[src/hw/rtl/carm_pkg.sv]
`timescale 1ns / 1ps
// ----------------------------------------------------------------------------
// Cardan rotation matrix package
// Shared constants, types, the CORDIC arctangent table and a rounding Q30 multiply.
// ----------------------------------------------------------------------------
package carm_pkg;

  localparam int AngleBitsDef    = 16;
  localparam int FracBitsDef     = 14;
  localparam int CordicStagesDef = 16;

  // Q30 working width: sign, two integer bits of headroom, 30 fraction bits
  localparam int WBits = 33;
  localparam int ZBits = 33;
  localparam logic signed [WBits-1:0] CordicGain = 33'sd652032874;

  typedef logic signed [WBits-1:0] wrd_t;
  typedef logic signed [ZBits-1:0] zrd_t;

  // One cell's state for one angle
  typedef struct packed {
    wrd_t       x;
    wrd_t       y;
    zrd_t       z;
    logic [1:0] quad;
  } cdc_lane_t;

  // arctan(2^-i) in 2^-32 turn units
  function automatic zrd_t atan_tab(input int unsigned idx);
    logic [31:0] v;
    case (idx)
      0:  v = 32'h20000000;  1:  v = 32'h12E4051E;  2:  v = 32'h09FB385B;
      3:  v = 32'h051111D4;  4:  v = 32'h028B0D43;  5:  v = 32'h0145D7E1;
      6:  v = 32'h00A2F61E;  7:  v = 32'h00517C55;  8:  v = 32'h0028BE53;
      9:  v = 32'h00145F2F;  10: v = 32'h000A2F98;  11: v = 32'h000517CC;
      12: v = 32'h00028BE6;  13: v = 32'h000145F3;  14: v = 32'h0000A2FA;
      15: v = 32'h0000517D;  16: v = 32'h000028BE;  17: v = 32'h0000145F;
      18: v = 32'h00000A30;  19: v = 32'h00000518;  20: v = 32'h0000028C;
      21: v = 32'h00000146;  22: v = 32'h000000A3;  23: v = 32'h00000051;
      24: v = 32'h00000029;  25: v = 32'h00000014;  26: v = 32'h0000000A;
      27: v = 32'h00000005;  28: v = 32'h00000003;  29: v = 32'h00000001;
      30: v = 32'h00000001;  default: v = 32'h00000000;
    endcase
    return zrd_t'({1'b0, v});
  endfunction

  // Rounded Q30 x Q30 -> Q30 product
  function automatic wrd_t mul30(input wrd_t a, input wrd_t b);
    logic signed [2*WBits-1:0] p;
    p = (2*WBits)'(a) * (2*WBits)'(b) + (2*WBits)'(64'sd1 <<< 29);
    return wrd_t'(p >>> 30);
  endfunction

endpackage

[src/hw/rtl/carm_cell.sv]
`timescale 1ns / 1ps
// ----------------------------------------------------------------------------
// CORDIC cell
// One micro-rotation for the three angle lanes; hands state to the next cell.
// ----------------------------------------------------------------------------
module carm_cell import carm_pkg::*; #(
  parameter int unsigned Shift = 0
) (
  input  logic      clk_i,
  input  logic      en_i,
  input  cdc_lane_t lane_i [3],
  output cdc_lane_t lane_o [3]
);

  cdc_lane_t lane_d [3];
  cdc_lane_t lane_q [3];

  // Rotate each lane toward z = 0
  always_comb begin
    for (int k = 0; k < 3; k++) begin
      lane_d[k].quad = lane_i[k].quad;
      if (!lane_i[k].z[ZBits-1]) begin
        lane_d[k].x = lane_i[k].x - (lane_i[k].y >>> Shift);
        lane_d[k].y = lane_i[k].y + (lane_i[k].x >>> Shift);
        lane_d[k].z = lane_i[k].z - atan_tab(Shift);
      end else begin
        lane_d[k].x = lane_i[k].x + (lane_i[k].y >>> Shift);
        lane_d[k].y = lane_i[k].y - (lane_i[k].x >>> Shift);
        lane_d[k].z = lane_i[k].z + atan_tab(Shift);
      end
    end
  end

  // Advance when the pipeline moves
  always_ff @(posedge clk_i) begin
    if (en_i) begin
      lane_q <= lane_d;
    end
  end

  assign lane_o = lane_q;

endmodule

[config.mk]
export PLATFORM = sky130hd
export DESIGN_NAME = carm_cell
export DESIGN_NICKNAME = d
export VERILOG_FILES = /design/src/hw/rtl/carm_pkg.sv /design/src/hw/rtl/carm_cell.sv
export SDC_FILE = /design/constraint.sdc
export NUM_CORES = 1
export LEC_CHECK = 0
export ABC_AREA = 0
export BUFFER_PORTS_ARGS = -buffer_cell sky130_fd_sc_hd__buf_2
export CAP_MARGIN = 10
export CORE_MARGIN = 2
export CORE_UTILIZATION = 42
export CTS_BUF_LIST = sky130_fd_sc_hd__clkbuf_4 sky130_fd_sc_hd__clkbuf_8 sky130_fd_sc_hd__clkbuf_16
export CTS_CLUSTER_DIAMETER = 200
export DETAILED_ROUTE_END_ITERATION = 8
export GPL_TIMING_DRIVEN = 0
export PLACE_DENSITY_LB_ADDON = 0.15
export SYNTH_ARGS = -nofsm -noshare
export SYNTH_HDL_FRONTEND = slang
export SYNTH_SLANG_ARGS = --single-unit
[constraint.sdc]
create_clock -name clk_i -period 7.5 [get_ports clk_i]
set_clock_uncertainty 0.15 [all_clocks]
set_input_delay 0.75 -clock clk_i [delete_from_list [all_inputs] [get_ports clk_i]]
set_output_delay 0.75 -clock clk_i [all_outputs]
set_load 0.02 [all_outputs]
==> key figures <==
Logic synthesis
  – Area share of the largest cell type after synthesis: 0.347
  – Syn_nets: between 3,000 and 4,000
  – Main synth FF type: sky130_fd_sc_hd__edfxtp_1
  – Unique masters post-synth: 79
  – Number of synthesized register bits: 300
  – Ys async rst share: 0
  – Leading area contributor after synthesis: sky130_fd_sc_hd__edfxtp_1
  – Synthesized area per cell: 8.93 µm²
  – Synth Instances: between 2,000 and 3,000
  – Count of flip-flops with a built-in enable after synthesis: 300
  – Yosys warning total: 0
  – Sequential fraction of the synthesis area: 0.347
  – Main area contributors after synthesis: sky130_fd_sc_hd__edfxtp_1, sky130_fd_sc_hd__ha_1, sky130_fd_sc_hd__a21oi_1
  – Netlist area before placement: between 20,000 and 30,000 µm²

Cells and area
  – Proportion of layout cells with a drive suffix above 1: 0.203
  – Area growth, synth to finish: 20.7%
  – Most common cell after layout, fill and taps aside: sky130_fd_sc_hd__buf_2
  – Most frequent cells in the layout: sky130_fd_sc_hd__buf_2, sky130_fd_sc_hd__a21oi_1, sky130_fd_sc_hd__edfxtp_1
  – Number of nets in the layout: ~4,200
  – Final core area utilization: 0.511
  – Largest register FFs: 300
  – Number of standard cells in the final layout excluding fillers: 4,397

Placement
  – RD Place Congestion: 0.981
  – Placed Cells incl. Taps: between 4,000 and 5,000
  – Half-perimeter wire length after placement: about 77,000 µm
  – Port bufs: 606

Worst setup path
  – Worst setup path category: in2reg
  – Required time of the critical path: around 7.7 ns
  – Capturing element of the worst setup path: lane_o[57]
  – Sort of element at the end of the critical path: flop
  – Crit. Startpoint: lane_i[47]
  – Crit start category: input port
  – Arrival time at the worst endpoint: 4.43 ns
  – Worst-path maximum fanout: 10

Global route
  – Maximum number of pins on one net before global-route repair: between 100 and 150
  – Global route hottest layer: met2
  – Met1 GRT Util: 0.365
  – Antenna violations before repair: 29
  – First-pass GRT wire length: between 100,000 and 150,000 µm
  – M2 GR Usage: 0.459
  – Total Routing Usage GR: 0.289
  – Remaining Overflow, GRT: 0
  – Met3 layer usage reported by global route: 0.0877
  – Number of global-route vias before repair: 23,600

Min path
  – Class of the worst hold path: in2reg

Route
  – Number of nets with antenna violations after routing: 0
  – DRT Wirelength: 96,800 µm
  – Via count: 25,000
  – Per-cell routed wire length: 22.0 µm
  – Via density per instance: 5.68
  – Number of design-rule violations left by the first detailed-router iteration: roughly 2,400
  – Detailed-router iteration count before antenna repair: 6
  – DRC violations left: 0

Die
  – Initial cell density of the core: 0.423
  – Die outline area: between 60,000 and 70,000 µm²
  – Die Y: 253 µm
  – Die Wd: approximately 250 µm
  – Core region area: 61,400 µm²
  – I/O Pins: 608
  – Row cnt: just over 90

Timing
  – Pins Over Slew Limit: 0
  – Number of endpoints with negative hold slack in the final report: 0
  – Worst max-slew margin expressed relative to the limit: 0.269
  – TNS Setup: 0 ns
  – Final critical-path share of the clock period: 0.571
  – Final count of negative-setup-slack endpoints: 0
  – Highest Clock Rate: approximately 0.23 GHz
  – RSZ-0062 raised after global routing: no
  – Actual transition at the worst max-transition pin: 1.08 ns
  – Shortest clock period the worst path allows after layout: about 4.3 ns

Clocking
  – Number of buffers created by CTS: 38
  – Buffer type at the clock tree root: sky130_fd_sc_hd__clkbuf_16
  – Clock-pin transition on the worst setup and hold timing paths: 0.06 ns
  – CTS tree: done
  – CTS-repair resized insts: 0
  – H-tree Lvls: 2
  – Post-CTS Repair Setup Buffers: 0
  – Sinks on Clock Net: 300
  – Post-cts hold buffer count: 0
  – Maximum number of buffers from clock root to sink: 3

Flow run
  – Max-cap violation count: 0

Power and ir drop
  – Maximum resistive drop on vdd: 0.168 mV
  – Power density normalized to cell area: 203 nW/µm²
  – Leak Pwr: between 10 and 15 nW

Outcome
  – Result of the run: finished clean
-- through the flow --
| stage | power [mW] | worst slack, ns | area, µm² | hold WS (ns) |
|---|---|---|---|---|
| 6_report | 6.36 | 3.22 | 31300 | 0.184 |
| 5_1_grt | 6.65 | 3.18 | 31300 | 0.162 |
| 4_1_cts | 6.37 | 3.37 | 31300 | 0.147 |
| 3_5_place_dp | 4.50 | 2.77 | 30100 | 0.778 |
| 3_3_place_gp | 4.52 | 1.04 | 30000 | 0.776 |
| 2_1_floorplan | 3.67 | 3.89 | 26000 | 0.699 |
-- cells by family (layout without fill, tap and decap cells) --
logic type | after synthesis | after routing | synth area share
buffers and inverters | 440 | 1117 | 0.0655
DFF | 300 | 300 | 0.347
other | 0 | 20 | 0
and+or+nand+nor | 683 | 683 | 0.126
AOI/OAI and AO/OA | 950 | 950 | 0.231
muxes | 44 | 44 | 0.0170
adders and majority gates | 306 | 306 | 0.151
xor gates and xnor gates | 187 | 187 | 0.0631
-- critical path: stages --
cell                       delay [ns]
sky130_fd_sc_hd__buf_2           0.11
sky130_fd_sc_hd__inv_1           0.05
sky130_fd_sc_hd__ha_1            0.26
sky130_fd_sc_hd__buf_2           0.24
sky130_fd_sc_hd__inv_1           0.16
sky130_fd_sc_hd__a221oi_1        0.49
sky130_fd_sc_hd__o221ai_1        0.30
sky130_fd_sc_hd__a21oi_1         0.19
sky130_fd_sc_hd__o21ai_0         0.23
sky130_fd_sc_hd__o31ai_1         0.78
sky130_fd_sc_hd__o21ba_2         0.24
sky130_fd_sc_hd__mux2i_1         0.08
sky130_fd_sc_hd__xnor2_1         0.55
-- synth_stat cells (all sizes together) (12+ instances only) --
master and count:
a21o 78, edfxtp 300, nand3 42, o21bai 66, clkbuf 80, a221oi 13, a31oi 23, xnor2 151
nor2 215, a311oi 12, nor2b 39, a211oi 37, nor4 28, fa 12, nand2 153, inv 299
o31ai 27, mux2i 43, ha 294, or3 19, xor2 36, a21oi 333, nor3 68, buf 53
nand4 26, o21a 26, and2 18, and3 17, o211ai 19, nand2b 30, o21ai 200
-- report_power, final --
| part | total [mW] | switching (mW) | internal (mW) |
|---|---|---|---|
| Sequential | 2.22 | 0.0595 | 2.16 |
| Combinational | 2.30 | 1.53 | 0.768 |
| Clock | 1.84 | 0.800 | 1.04 |
-- how the worst min path moves through the flow --
stage | to | slack [ns] | start | cells past startpoint
final | lane_o[12] | 0.18 | lane_i[12] | 1
after global routing | lane_o[231] | 0.16 | lane_i[231] | 1
after CTS | lane_o[12] | 0.15 | lane_i[12] | 1
after detailed placement | lane_o[19] | 0.78 | lane_i[19] | 1
after global placement | lane_o[8] | 0.78 | lane_i[8] | 1
after floorplan | lane_o[0] | 0.70 | lane_i[0] | 0
-- layer usage --
layer  wire length (µm)  share of wire
met5                 88        0.00091
met4               3630          0.037
met3              10100           0.10
met2              43700           0.45
met1              39300           0.41
-- final cells by class --
class,count,area [µm²]
antenna,20,50.0
buffer,133,548
clock buffer,43,988
clock inverter,26,239
fill,6027,30000
inverter,307,1150
multi-input combinational,2170,15300
sequential,300,9010
tap,790,988
timing repair buffer,608,3100
No activity file was read; power rests on OpenSTA's default activity.
